**config.mk**
```make
export PLATFORM = sky130hd
export DESIGN_NAME = kop_mul
export DESIGN_NICKNAME = d
export VERILOG_FILES = /design/src/hw/rtl/kop_pkg.sv /design/src/hw/rtl/kop_mul.sv
export SDC_FILE = /design/constraint.sdc
export NUM_CORES = 2
export LEC_CHECK = 0
export ABC_AREA = 0
export BUFFER_PORTS_ARGS = -buffer_cell sky130_fd_sc_hd__buf_2
export CAP_MARGIN = 20
export CORE_UTILIZATION = 35
export CTS_BUF_LIST = sky130_fd_sc_hd__clkbuf_4
export DETAILED_ROUTE_END_ITERATION = 10
export GPL_TIMING_DRIVEN = 1
export PLACE_DENSITY_LB_ADDON = 0.05
export SKIP_LAST_GASP = 1
export SLEW_MARGIN = 20
export SYNTH_ARGS = -nofsm -noshare
export SYNTH_HDL_FRONTEND = slang
export SYNTH_SLANG_ARGS = --single-unit
```
**constraint.sdc**
```tcl
create_clock -name clk -period 8.25 [get_ports clk]
set_input_delay 0.825 -clock clk [delete_from_list [all_inputs] [get_ports clk]]
set_output_delay 0.825 -clock clk [all_outputs]
set_load 0.02 [all_outputs]
```
**src/hw/rtl/kop_pkg.sv**
```systemverilog
`timescale 1ns / 1ps
package kop_pkg;

	localparam int CORDIC_ITERS = 31;
	localparam int ITER_W = $clog2(CORDIC_ITERS);

	localparam logic [63:0] PI_Q62 = 64'hC90FDAA22168C235;
	localparam logic [63:0] INV2PI_Q64 = 64'h28BE60DB9391054A;
	localparam logic [63:0] PI4_Q60 = 64'h0C90FDAA22168C23;
	localparam logic signed [33:0] CORDIC_GAIN = 34'sh026DD3B6A;
	localparam logic [47:0] TOL_TURN48 = 48'd44798134;

	// shared multiplier: 64-bit A times 64-bit B, B taken one 16-bit chunk a cycle
	localparam int MUL_CHUNK_W = 16;
	localparam int MUL_CHUNKS = 64 / MUL_CHUNK_W;
	localparam int MUL_CNT_W = $clog2(MUL_CHUNKS);

	// divider: floor(num * 2^30 / den), one quotient bit a cycle
	localparam int DIV_NUM_W = 50;
	localparam int DIV_DEN_W = 32;
	localparam int DIV_STEPS = 80;
	localparam int DIV_CNT_W = $clog2(DIV_STEPS);
	localparam logic [47:0] QUOT_CAP = 48'h8000_0000_0000;

	typedef logic [63:0] atan_tab_t [CORDIC_ITERS];

	// arctangent table, Q60 radians, truncated series
	function automatic atan_tab_t atan_build();
		atan_tab_t tab;
		int unsigned sh;
		logic [63:0] term;
		logic [63:0] sum;
		for (int i = 0; i < CORDIC_ITERS; i++) begin
			if (i == 0) begin
				tab[i] = PI4_Q60;
			end else begin
				sum = '0;
				for (int k = 0; k < 32; k++) begin
					sh = i * (2 * k + 1);
					if (sh <= 60) begin
						term = (64'd1 << (60 - sh)) / 64'(2 * k + 1);
						if ((k & 1) != 0) begin
							sum = sum - term;
						end else begin
							sum = sum + term;
						end
					end
				end
				tab[i] = sum;
			end
		end
		return tab;
	endfunction

	localparam atan_tab_t ATAN_TAB = atan_build();

endpackage

```
**src/hw/rtl/kop_mul.sv**
```systemverilog
`timescale 1ns / 1ps
module kop_mul (
	input  logic         clk,
	input  logic         arst_n,
	input  logic         go,
	input  logic [63:0]  a,
	input  logic [63:0]  b,
	output logic         done,
	output logic [127:0] prod
);

	localparam int CW = kop_pkg::MUL_CHUNK_W;

	logic [63:0]  a_q;
	logic [63:0]  b_q;
	logic [127:0] acc_q;
	logic [kop_pkg::MUL_CNT_W-1:0] cnt_q;
	logic busy_q;
	logic done_q;
	logic [63+CW:0] pp;

	assign pp = {{CW{1'b0}}, a_q} * {64'b0, b_q[63 -: CW]};

	always_ff @(posedge clk or negedge arst_n) begin
		if (!arst_n) begin
			busy_q <= 1'b0;
			done_q <= 1'b0;
			cnt_q  <= '0;
		end else begin
			done_q <= 1'b0;
			if (go) begin
				busy_q <= 1'b1;
				cnt_q  <= '0;
			end else if (busy_q) begin
				cnt_q <= cnt_q + 1'b1;
				if (cnt_q == kop_pkg::MUL_CNT_W'(kop_pkg::MUL_CHUNKS - 1)) begin
					busy_q <= 1'b0;
					done_q <= 1'b1;
				end
			end
		end
	end

	// most significant chunk first: acc = acc * 2^16 + A * chunk
	always_ff @(posedge clk) begin
		if (go) begin
			a_q   <= a;
			b_q   <= b;
			acc_q <= '0;
		end else if (busy_q) begin
			acc_q <= (acc_q << CW) + 128'(pp);
			b_q   <= b_q << CW;
		end
	end

	assign done = done_q;
	assign prod = acc_q;

endmodule

```
==> run_summary.xml <==
<?xml version="1.0" encoding="UTF-8"?>
<metrics>
  <group name="global_routing">
    <metric name="grt_overflow" unit="">0</metric>
    <metric name="antenna_violations_before_repair" unit="">9</metric>
    <metric name="grt_pass1_vias" unit="">37000</metric>
    <metric name="grt_start_max_net_pins" unit="">77</metric>
    <metric name="grt_first_pass_wirelength" unit="um">235000</metric>
    <metric name="grt_util_all_layers" unit="%">24.4</metric>
  </group>
  <group name="place">
    <metric name="post-place-cells" unit="">6681</metric>
    <metric name="gpl.final_weighted_congestion" unit="">0.883</metric>
    <metric name="dpl_cell_area" unit="um2">47700</metric>
    <metric name="place_hpwl" unit="um">119000</metric>
    <metric name="numPortBuffers" unit="">259</metric>
  </group>
  <group name="floorplanning">
    <metric name="design.core.area" unit="um2">126000</metric>
    <metric name="num_rows" unit="">130</metric>
    <metric name="die_y" unit="um">359</metric>
    <metric name="initial_core_util" unit="%">35.4</metric>
    <metric name="die_area" unit="um2">129000</metric>
    <metric name="floorplan.io_pins" unit="">260</metric>
    <metric name="chipWidth" unit="um">359</metric>
  </group>
  <group name="sta">
    <metric name="maxSlewViolCount" unit="">0</metric>
    <metric name="fmaxAchievable" unit="MHz">125</metric>
    <metric name="final.setup_skew" unit="ns">0.142</metric>
    <metric name="finalHoldViolCount" unit="">0</metric>
    <metric name="setup_viols_final" unit="">0</metric>
    <metric name="layout_min_cycle_time" unit="ns">7.98</metric>
    <metric name="worst_slew_margin_rel" unit="%">33.5</metric>
    <metric name="tightestPinTransition" unit="ns">0.998</metric>
    <metric name="period_share" unit="%">96.7</metric>
    <metric name="final.hold.worst_slack" unit="ns">0.131</metric>
    <metric name="rsz0062_at_grt" unit="">yes</metric>
  </group>
  <group name="setup_path">
    <metric name="setup.worst_path.end_class" unit="">flop</metric>
    <metric name="timing.critical_path.mode_cell" unit="">sky130_fd_sc_hd__fa_1</metric>
    <metric name="critical_path_arrival" unit="ns">8.87</metric>
    <metric name="crit_type" unit="">flop to flop</metric>
    <metric name="worst-endpoint-required" unit="ns">9.14</metric>
    <metric name="cp_max_fo" unit="">30</metric>
    <metric name="worst_path_max_delay_cell" unit="">sky130_fd_sc_hd__o41ai_1</metric>
    <metric name="crit_path_max_incr_delay" unit="ns">0.64</metric>
    <metric name="cp-start-kind" unit="">flop</metric>
    <metric name="worst_path_cell_trace" unit="">buf_4 &gt; buf_4 &gt; and2_1 &gt; fa_1 &gt; fa_1 &gt; fa_1 &gt; fa_1 &gt; fa_1 &gt; inv_1 &gt; fa_1 &gt; inv_1 &gt; ha_1 &gt; nand2_1 &gt; o21ai_0 &gt; a21oi_1 &gt; o41ai_1 &gt; a21oi_1 &gt; a21oi_2 &gt; a21oi_1 &gt; o31ai_2 &gt; buf_4 &gt; a41oi_1 &gt; a211o_1</metric>
  </group>
  <group name="logic_synthesis">
    <metric name="yosysMostFrequentCell" unit="">sky130_fd_sc_hd__inv_1</metric>
    <metric name="yosys.area.top_type_share" unit="%">41.7</metric>
    <metric name="syn-cell-area" unit="um2">44700</metric>
    <metric name="synth-main-ff-cell" unit="">sky130_fd_sc_hd__edfxtp_1</metric>
    <metric name="synth-edff-count" unit="">128</metric>
    <metric name="register_bit_count_reported_by_yosys" unit="">260</metric>
    <metric name="post_synth_arst_share" unit="%">1.54</metric>
    <metric name="yosysWarnings" unit="">0</metric>
    <metric name="yosysTopAreaCell" unit="">sky130_fd_sc_hd__fa_1</metric>
    <metric name="post_synth_most_frequent_cells" unit="">1,157 x sky130_fd_sc_hd__inv_1, 930 x sky130_fd_sc_hd__fa_1, 805 x sky130_fd_sc_hd__nand2_1</metric>
    <metric name="synth.area.top_cells" unit="">sky130_fd_sc_hd__fa_1 42%, sky130_fd_sc_hd__inv_1 9.7%, sky130_fd_sc_hd__edfxtp_1 8.6%</metric>
    <metric name="ys_types" unit="">83</metric>
    <metric name="ys_seq_area_share" unit="%">14.6</metric>
    <metric name="syn_inst" unit="">4974</metric>
    <metric name="syn_nets" unit="">6204</metric>
    <metric name="post_synth.cell_area_avg" unit="um2">8.99</metric>
  </group>
  <group name="cts">
    <metric name="clk_path_buf_depth" unit="">3</metric>
    <metric name="ctsHtreeMaxLevel" unit="">3</metric>
    <metric name="worst_setup_hold_path_clk_slew" unit="ns">0.07</metric>
    <metric name="ctsResizeCount" unit="">0</metric>
    <metric name="clkSinkCount" unit="">260</metric>
    <metric name="clk-insertion-delay-late" unit="ns">1.07</metric>
    <metric name="tritoncts" unit="">built</metric>
    <metric name="cts-buffers-inserted" unit="">85</metric>
    <metric name="root_buffer_master" unit="">sky130_fd_sc_hd__clkbuf_4</metric>
  </group>
  <group name="route">
    <metric name="wirelength" unit="um">153000</metric>
    <metric name="ant_nets" unit="">0</metric>
    <metric name="viasPerCell" unit="">4.93</metric>
    <metric name="first_iter_violations" unit="">2008</metric>
    <metric name="detailedRoute.firstPassIterationCount" unit="">6</metric>
    <metric name="route.vias.total" unit="">34200</metric>
    <metric name="routed_wirelength_normalized_by_instance_count" unit="um">22.1</metric>
    <metric name="drt_drc_violations_left" unit="">0</metric>
  </group>
  <group name="cells_and_area">
    <metric name="syn_to_final_growth" unit="%">11.2</metric>
    <metric name="post_route_cells_drive_above_1_share" unit="%">10.5</metric>
    <metric name="utilization" unit="%">39.4</metric>
    <metric name="post_layout_nonfiller_instances" unit="">6928</metric>
    <metric name="multiInputGateArea" unit="um2">32800</metric>
    <metric name="final_cell_area" unit="um2">49700</metric>
    <metric name="fill_cells" unit="">13200</metric>
    <metric name="combined_flip_flop_and_latch_cell_area" unit="um2">6510</metric>
    <metric name="final_net_count" unit="">6429</metric>
  </group>
  <group name="run">
    <metric name="timing.max_cap.violations" unit="">0</metric>
  </group>
  <group name="outcome">
    <metric name="outcome" unit="">finished clean</metric>
  </group>
  <group name="hold_path">
    <metric name="worst_min_delay_path_class" unit="">primary input to flop</metric>
  </group>
</metrics>
-- metal layers --
metal	global-route usage, %	part of all wire (%)
met5	0	0.043
met4	6.88	2.8
met3	3.69	4.8
met2	40.7	48
met1	32.6	44
-- sequential cells by signal, indices dropped and copies added (netlist names) --
name and count:
busy_q 1, b_q 64, prod 128, done 1, cnt_q 2, a_q 64
-- cells in the final DEF (no fill, tap or decap), types with 44 or more instances in the layout --
cell	synthesis	final
sky130_fd_sc_hd__nand2_1	805	805
sky130_fd_sc_hd__nor2_1	164	163
sky130_fd_sc_hd__buf_2	16	258
sky130_fd_sc_hd__o21ai_0	83	83
sky130_fd_sc_hd__edfxtp_1	128	128
sky130_fd_sc_hd__clkbuf_4	0	129
sky130_fd_sc_hd__fa_1	930	930
sky130_fd_sc_hd__buf_4	1	56
sky130_fd_sc_hd__a21o_1	44	44
sky130_fd_sc_hd__inv_1	1157	1156
sky130_fd_sc_hd__dlygate4sd3_1	0	72
sky130_fd_sc_hd__mux2_2	49	49
sky130_fd_sc_hd__nand4_1	56	56
sky130_fd_sc_hd__a21oi_1	137	137
sky130_fd_sc_hd__dfxtp_1	128	128
sky130_fd_sc_hd__ha_1	169	169
sky130_fd_sc_hd__and2_1	385	385
sky130_fd_sc_hd__xnor2_1	72	72
-- stage by stage --
stage | TNS [ns] | worst slack (ns)
after floorplan | 0 | 1.59
after global placement | 0 | 0.374
after detailed placement | 0 | 0.355
after CTS | 0 | 0.311
after global routing | -0.244 | -0.0805
final | 0 | 0.273
-- cell families after synthesis --
logic type / synth area share [%]
muxes: 2.09
adders and majority gates: 46.4
buffers and inverters: 12.0
AOI/OAI and AO/OA: 6.77
DFF: 14.6
xor gates and xnor gates: 2.02
and+or+nand+nor: 16.2
-- area by class of cell --
cell class / count / area share (%)
Inverter: 1158 / 8.75
Timing Repair Buffer: 404 / 5.61
Sequential cell: 260 / 13.1
Tap cell: 1650 / 4.16
Clock buffer: 129 / 1.95
Clock inverter: 25 / 0.305
Antenna cell: 12 / 0.0604
Multi-Input combinational cell: 3290 / 66.1
-- critical path: cells and delay by family, from the launching register on --
kind / cells / cell delay [ns]
simple gates: 2 / 0.36
flops: 1 / 0.40
compound gates: 9 / 2.46
buf+inv: 5 / 1.17
fa+ha+maj: 7 / 3.41
-- path summary, 6_finish.rpt --
path / from / endpoint / slack (ns) / depth (start not counted)
max: b_q[62] / prod[103] / 0.27 / 23
min reg2reg: prod[113] / prod[113] / 0.45 / 2
max in group asynchronous: arst_n / cnt_q[1] / 7.87 / 2
min: b[4] / b_q[4] / 0.13 / 2
max reg2reg: b_q[62] / prod[103] / 0.27 / 23
min in group asynchronous: arst_n / busy_q / 0.19 / 2
-- what timing repair did --
item / 4_1_cts / 5_1_grt
endpoints found under the setup margin: 0 / 10
buffers inserted: 0 / 9
hold endpoints to repair: 75 / 0
hold buffers: 72 / 0
Power is not shown: default switching activity piles up to over one toggle a cycle in this logic, so the estimate is an artifact.
