**src/hw/rtl/kop_pkg.sv**
```systemverilog
`timescale 1ns / 1ps
package kop_pkg;

	localparam int CORDIC_ITERS = 31;
	localparam int ITER_W = $clog2(CORDIC_ITERS);

	localparam logic [63:0] PI_Q62 = 64'hC90FDAA22168C235;
	localparam logic [63:0] INV2PI_Q64 = 64'h28BE60DB9391054A;
	localparam logic [63:0] PI4_Q60 = 64'h0C90FDAA22168C23;
	localparam logic signed [33:0] CORDIC_GAIN = 34'sh026DD3B6A;
	localparam logic [47:0] TOL_TURN48 = 48'd44798134;

	// shared multiplier: 64-bit A times 64-bit B, B taken one 16-bit chunk a cycle
	localparam int MUL_CHUNK_W = 16;
	localparam int MUL_CHUNKS = 64 / MUL_CHUNK_W;
	localparam int MUL_CNT_W = $clog2(MUL_CHUNKS);

	// divider: floor(num * 2^30 / den), one quotient bit a cycle
	localparam int DIV_NUM_W = 50;
	localparam int DIV_DEN_W = 32;
	localparam int DIV_STEPS = 80;
	localparam int DIV_CNT_W = $clog2(DIV_STEPS);
	localparam logic [47:0] QUOT_CAP = 48'h8000_0000_0000;

	typedef logic [63:0] atan_tab_t [CORDIC_ITERS];

	// arctangent table, Q60 radians, truncated series
	function automatic atan_tab_t atan_build();
		atan_tab_t tab;
		int unsigned sh;
		logic [63:0] term;
		logic [63:0] sum;
		for (int i = 0; i < CORDIC_ITERS; i++) begin
			if (i == 0) begin
				tab[i] = PI4_Q60;
			end else begin
				sum = '0;
				for (int k = 0; k < 32; k++) begin
					sh = i * (2 * k + 1);
					if (sh <= 60) begin
						term = (64'd1 << (60 - sh)) / 64'(2 * k + 1);
						if ((k & 1) != 0) begin
							sum = sum - term;
						end else begin
							sum = sum + term;
						end
					end
				end
				tab[i] = sum;
			end
		end
		return tab;
	endfunction

	localparam atan_tab_t ATAN_TAB = atan_build();

endpackage

```
**src/hw/rtl/kop_div.sv**
```systemverilog
`timescale 1ns / 1ps
module kop_div (
	input  logic                           clk,
	input  logic                           arst_n,
	input  logic                           go,
	input  logic [kop_pkg::DIV_NUM_W-1:0]  num,
	input  logic [kop_pkg::DIV_DEN_W-1:0]  den,
	output logic                           done,
	output logic [47:0]                    quot
);

	localparam int NW = kop_pkg::DIV_NUM_W;
	localparam int DW = kop_pkg::DIV_DEN_W;
	localparam int SW = kop_pkg::DIV_STEPS;

	logic [SW-1:0] sh_q;
	logic [DW-1:0] rem_q;
	logic [DW-1:0] den_q;
	logic [47:0]   q_q;
	logic          sat_q;
	logic [kop_pkg::DIV_CNT_W-1:0] cnt_q;
	logic busy_q;
	logic done_q;

	logic [DW:0] rem_sh;
	logic        ge;
	logic [DW:0] rem_sub;
	logic [48:0] q_nx;

	assign rem_sh  = {rem_q, sh_q[SW-1]};
	assign ge      = rem_sh >= {1'b0, den_q};
	assign rem_sub = rem_sh - {1'b0, den_q};
	assign q_nx    = {q_q, ge};

	always_ff @(posedge clk or negedge arst_n) begin
		if (!arst_n) begin
			busy_q <= 1'b0;
			done_q <= 1'b0;
			cnt_q  <= '0;
		end else begin
			done_q <= 1'b0;
			if (go) begin
				busy_q <= 1'b1;
				cnt_q  <= '0;
			end else if (busy_q) begin
				cnt_q <= cnt_q + 1'b1;
				if (cnt_q == kop_pkg::DIV_CNT_W'(SW - 1)) begin
					busy_q <= 1'b0;
					done_q <= 1'b1;
				end
			end
		end
	end

	// once the running quotient passes the cap it stays at the cap
	always_ff @(posedge clk) begin
		if (go) begin
			sh_q  <= {num, {(SW - NW){1'b0}}};
			rem_q <= '0;
			den_q <= den;
			q_q   <= '0;
			sat_q <= 1'b0;
		end else if (busy_q) begin
			sh_q  <= sh_q << 1;
			rem_q <= ge ? rem_sub[DW-1:0] : rem_sh[DW-1:0];
			q_q   <= q_nx[47:0];
			sat_q <= sat_q | (q_nx > {1'b0, kop_pkg::QUOT_CAP});
		end
	end

	assign done = done_q;
	assign quot = sat_q ? kop_pkg::QUOT_CAP : q_q;

endmodule

```
**config.mk**
```make
export PLATFORM = sky130hd
export DESIGN_NAME = kop_div
export DESIGN_NICKNAME = d
export VERILOG_FILES = /design/src/hw/rtl/kop_pkg.sv /design/src/hw/rtl/kop_div.sv
export SDC_FILE = /design/constraint.sdc
export NUM_CORES = 1
export LEC_CHECK = 0
export BUFFER_PORTS_ARGS = -buffer_cell sky130_fd_sc_hd__buf_4
export CAP_MARGIN = 10
export CORE_MARGIN = 5
export CORE_UTILIZATION = 54
export DETAILED_ROUTE_END_ITERATION = 10
export MAX_ROUTING_LAYER = met4
export PLACE_DENSITY = 0.82
export SYNTH_ARGS = -nofsm -noshare
export SYNTH_HDL_FRONTEND = slang
export SYNTH_SLANG_ARGS = --single-unit
```
**constraint.sdc**
```tcl
create_clock -name clk -period 3.5 [get_ports clk]
set_input_delay 0.35 -clock clk [delete_from_list [all_inputs] [get_ports clk]]
set_output_delay 0.35 -clock clk [all_outputs]
set_load 0.1 [all_outputs]
```
==> results.ini, run 1 <==
[synth]
syn_avg_cell_area_sq_um=10.7
yosysTopAreaCell=edfxtp_1
yosysMostFrequentCell=nor2_1
ys_ff_latch=172
synth_area_sq_um=8830
synthArstFlopShare_pct=5.23
synthTopCellsByCount=nor2_1 (91), edfxtp_1 (82), dfxtp_1 (81)
synth_edf_count=82
yosysSeqAreaShare_pct=48.8
ys_warn_count=0
synth_top_cells_by_area=edfxtp_1 (28%), dfxtp_1 (18%), mux2i_1 (6.5%), mux2_2 (6.3%), ha_1 (4.7%)
yosysTopAreaCellShare_pct=27.9
synthDistinctLibCells=64
synth_cells=827
yosys_most_used_dff=edfxtp_1
syn_nets=946

[power]
peakVddDrop_mv=0.428
p_per_area_nw_per_um2=636
total_power_mw=6.68
p_leak_nw=4.87

[die]
die-area_sq_um=19000
core_sq_um=15900
io_pins=134
die_h_um=138
rows=46
initial_utilization_pct=55.4
fp.dieW_um=138

[place]
port-buffer-count=133
dp_hpwl_um=13500
gp_congestion=0.900
dpl_cell_area_sq_um=9960

[clock_tree]
htree_levels=4
cts_root_buf=clkbuf_16
tritoncts=done
clkSlewWorstSetupHoldPaths_ns=0.06
insertion_delay_ns=0.43
cts_buffers=17
clock_path_buffers=2
cts.sinks=172

[hold_path]
hp-class=input port to flip-flop
worstHoldPathCells=1

[setup_path]
required_ns=3.84
arrival_ns=3.45
r2r_end=rem_q[31]
worst-setup-path-type=flip-flop to flip-flop
start_kind=flip-flop
r2r_slack_ns=0.39
critical_path.max_fanout=17
endpoint=rem_q[31]
r2r_start=den_q[28]
cp-end-kind=flip-flop
startpoint=den_q[28]
rr_worst_depth=13

[timing]
fmax_mhz=321
finalHoldViolCount=0
period_share_pct=88.9
skew_ns=0.00795
setup_viol_count_final=0
setup_tns_ns=0
drv_slew=0
rsz0062_at_grt=false
fin_crit_ns=3.11
slew_headroom_pct=44.8
tightest_slew_ns=0.828

[route]
drc_errors=0
first_iter_violations=539
routedWlPerCell_um=16.6
num_vias=6515
ant_nets=0
first_pass_iters=7
routed_wl_um=19500
via_per_inst=5.53

[cells_and_area]
final_net_count=1069
area_growth_pct=18.9
fin_area_sq_um=10500
fin_util_pct=65.8
drive_above_1_share_pct=25.2
diodes=0
fillers=1265

[outcome]
outcome=completed

[global_route]
antenna_found_initial=0
grt_overflow_total=0
grt_pass1_vias=6536
grt_pass1_wl_um=31900
grt_max_degree=89
track_usage_pct=21.8

[job]
cap_viol_max_count=0

flip-flops by register name, indices dropped and copies added, names as in the netlist:
| signal | count |
|---|---|
| sh_q | 50 |
| q_q | 48 |
| den_q | 32 |
| rem_q | 32 |
| cnt_q | 7 |
| busy_q | 1 |
| done | 1 |
| sat_q | 1 |
timing repair:
item	in CTS	in global routing
hold buffers	1	0
setup buffers	0	2
resized for setup	0	0
endpoints found under the setup margin	0	1
endpoints found under the hold margin	9	0
layout by cell type (no fill, tap or decap), types with 19 or more instances in the layout:
| cell type | n |
|---|---|
| buf_4 | 142 |
| nor2_1 | 91 |
| edfxtp_1 | 82 |
| dfxtp_1 | 81 |
| mux2i_1 | 57 |
| nor2b_1 | 51 |
| nand2_1 | 50 |
| mux2_2 | 49 |
| inv_1 | 39 |
| a21oi_1 | 37 |
| ha_1 | 33 |
| o21ai_0 | 21 |
| a21o_1 | 19 |
stage by stage:
stage | hold slack (ns) | setup WS (ns) | cells
final | 0.0931 | 0.389 | 1179
after global routing | 0.0713 | 0.122 | 1179
after detailed placement | 0.178 | 0.342 | 1144
after CTS | 0.0706 | 0.298 | 1177
after floorplan | 0.0544 | 0.689 | 827
after global placement | 0.181 | 0.404 | 1144
routing by layer:
| layer | GRT usage, % | wire (um) |
|---|---|---|
| met1 | 27.7 | 8600 |
| met2 | 33.6 | 9290 |
| met3 | 7.23 | 1340 |
| met4 | 6.20 | 284 |
| met5 | - | 0 |
power by group:
group / internal, mW / switching [mW] / total, mW / leakage [nW]
clock network: 0.907 / 0.794 / 1.70 / 0.242
logic: 1.06 / 1.33 / 2.39 / 3.01
registers: 2.39 / 0.197 / 2.59 / 1.62
final cells by class:
type,count,area [sq um],area share (%)
clock inverters,10,68.8,0.656
repair buffers,145,1110,10.5
multi-input cells,574,4140,39.5
flip-flops and latches,172,4310,41.1
clock buffers,22,444,4.23
well taps,216,270,2.57
inverters,40,150,1.43
cells by family (layout without fill, tap and decap cells):
family	Yosys count	in the layout	synth area share, %
and+or+nand+nor	257	257	14.1
buffers and inverters	81	217	4.24
muxes	106	106	12.7
DFF	172	172	48.8
AOI/OAI and AO/OA	147	147	12.2
xor gates and xnor gates	30	30	2.98
adders and majority gates	34	34	4.91
worst min path at each step:
stage,slack [ns],end,start
floorplan,0.05,busy_q,arst_n
global placement,0.18,cnt_q[3],arst_n
detailed placement,0.18,cnt_q[3],arst_n
CTS,0.07,den_q[0],den[0]
global route,0.07,den_q[31],den[31]
finish,0.09,den_q[4],den[4]
critical path: stages (launching register included):
cell,delay [ns]
edfxtp_1,0.36
inv_1,0.05
ha_1,0.34
and3_2,0.22
nand2_1,0.07
nor3_1,0.28
nand3_1,0.11
nor4_1,0.51
a2111oi_4,0.12
buf_4,0.19
and2_1,0.14
buf_4,0.21
a21o_2,0.20
a311oi_1,0.23
No activity file was read; power rests on OpenSTA's default activity.
==> run 2: changes to the inputs <==
Settings changed: BUFFER_PORTS_ARGS -buffer_cell sky130_fd_sc_hd__buf_4 to -buffer_cell sky130_fd_sc_hd__buf_2, CELL_PAD_IN_SITES_DETAIL_PLACEMENT from default to 0, CELL_PAD_IN_SITES_GLOBAL_PLACEMENT from default to 1, CORE_UTILIZATION 54 to 45, PLACE_DENSITY 0.82 to 0.86.
==> results.ini, run 2 (synthesized netlist as in run 1, its figures left out) <==
[route]
first_iter_violations=302  ; -44%
drc_errors=0  ; unchanged
ant_nets=0  ; unchanged
first_pass_iters=4  ; -3
num_vias=6485  ; -0.46%
via_per_inst=5.27  ; -4.7%
routedWlPerCell_um=15.9  ; -4.0%
routed_wl_um=19600  ; +0.19%

[clock_tree]
cts_resized=0  ; unchanged
cts_root_buf=clkbuf_16
cts_buffers=17  ; unchanged
tritoncts=done
clock_path_buffers=2  ; unchanged
htree_levels=4  ; unchanged
insertion_delay_ns=0.44  ; about the same
cts.sinks=172  ; unchanged
clkSlewWorstSetupHoldPaths_ns=0.07  ; about the same

[global_route]
grt_pass1_vias=6416  ; -1.8%
grt_max_degree=57  ; -36%
grt_overflow_total=0  ; unchanged
track_usage_pct=18.1  ; -3.8 points
grt_pass1_wl_um=31800  ; -0.26%
antenna_found_initial=0  ; unchanged

[timing]
fin_hold_ws_ns=0.0889  ; -0.00413 ns
setup_tns_ns=0  ; unchanged
fmax_mhz=318  ; -1.0%
setup_slack_ns=0.356  ; -0.0322 ns
setup_viol_count_final=0  ; unchanged
drv_slew=0  ; unchanged
skew_ns=0.0129  ; +0.00491 ns
fin_crit_ns=3.14  ; +0.0322 ns
period_share_pct=89.8  ; +0.92 points
slew_headroom_pct=48.9  ; +4.1 points
tightest_slew_ns=0.767  ; -0.0614 ns
rsz0062_at_grt=false
finalHoldViolCount=0  ; unchanged

[cells_and_area]
diodes=0  ; unchanged
reg_top3=sh_q (50), q_q (48)
final_common_cell=buf_2
largest_register=sh_q
drive_above_1_share_pct=26.1  ; +0.85 points
fin_util_pct=53.2  ; -13 points
largest_register_ffs=50  ; unchanged
final_cell_mix=buf_2 (132), nor2_1 (91), edfxtp_1 (82), dfxtp_1 (81), mux2i_1 (57)
fillers=1820  ; +44%
area_growth_pct=16.9
final_net_count=1072  ; +0.28%

[job]
cap_viol_max_count=0  ; unchanged

[setup_path]
cp-end-kind=flip-flop
worst-setup-path-type=flip-flop to flip-flop
critical_path.max_fanout=19  ; +2
start_kind=flip-flop
r2r_start=den_q[26]
arrival_ns=3.49  ; +0.04 ns
required_ns=3.84  ; about the same
startpoint=den_q[26]

[hold_path]
hp-start=den[3]
hp-class=input port to flip-flop

[power]
peakVddDrop_mv=0.403  ; -5.9%
p_per_area_nw_per_um2=663  ; +4.2%
p_leak_nw=4.86  ; -0.13%

[place]
gp_congestion=0.874  ; -2.8%
dp_slack_ns=0.398  ; +0.0565 ns
port-buffer-count=133  ; unchanged
dp_hpwl_um=13600  ; +1.2%

[die]
io_pins=134  ; unchanged
die_h_um=150  ; +8.9%
rows=51  ; +11%
die-area_sq_um=22500  ; +18%
core_sq_um=19400  ; +22%
fp.dieW_um=150  ; +8.9%
initial_utilization_pct=45.5  ; -9.9 points

[outcome]
outcome=completed

[run 2: cell count changes in the layout (fill, tap and decap cells not counted), moves of 2 or more]
| cell | before | now |
|---|---|---|
| clkinv_8 | 0 | 5 |
| buf_4 | 142 | 14 |
| inv_8 | 0 | 3 |
| inv_6 | 1 | 5 |
| clkinv_2 | 2 | 0 |
| buf_2 | 0 | 132 |
| clkinvlp_4 | 3 | 0 |
| clkbuf_1 | 5 | 1 |
| clkinv_1 | 2 | 0 |
[run 2: layout make-up]
type                       instances  area (sq um)  area share [%]
sequential                       172          4310            41.8
clock buffer                      18           429            4.16
multi-input combinational        574          4140            40.1
clock inverter                    14           168            1.62
timing repair buffer             148           787            7.63
inverter                          40           150            1.45
tap                              265           332            3.21
[run 2: metrics by stage]
step	total power, mW	instance area (sq um)	instances
after global routing	7.24	10300	1231
after floorplan	4.49	8830	827
after CTS	6.88	10300	1231
final	6.85	10300	1231
after detailed placement	4.95	9710	1198
after global placement	4.95	9710	1198
[run 2: power breakdown]
part	total (mW)	switching, mW	internal (mW)
combinational	2.36	1.33	1.03
sequential	2.59	0.198	2.39
clock	1.89	0.929	0.966
[run 2: per-layer routing]
metal	vias to the layer above	share of wire, %	track usage (%)	wire [um]
met3	19	3.8	3.42	750
met4	0	1.6	5.40	310
met2	131	48	29.1	9310
met1	3111	47	23.3	9190
met5	-	0	-	0
li1	3224	-	-	-
[run 2: final timing paths]
kind	endpoint	cells past startpoint	slack [ns]
min	den_q[3]	1	0.09
min in group asynchronous	cnt_q[6]	2	0.32
max reg2reg	rem_q[5]	13	0.36
min reg2reg	rem_q[28]	2	0.49
max	rem_q[5]	13	0.36
max in group asynchronous	busy_q	2	2.97
[run 2: worst max-delay path, cell delays in order, from the launching register on]
cell       delay [ns]
edfxtp_1         0.33
inv_1            0.04
ha_1             0.34
a21o_1           0.20
a21o_1           0.17
a21o_1           0.20
a21o_1           0.19
a21o_1           0.21
a2111oi_4        0.39
buf_4            0.21
and2_1           0.15
buf_4            0.25
nand2_1          0.10
a311oi_2         0.25
[run 2: timing repair]
item / in CTS / in global routing
endpoints found under the hold margin: 9 / 0
buffers inserted: 0 / 0
hold buffers: 1 / 0
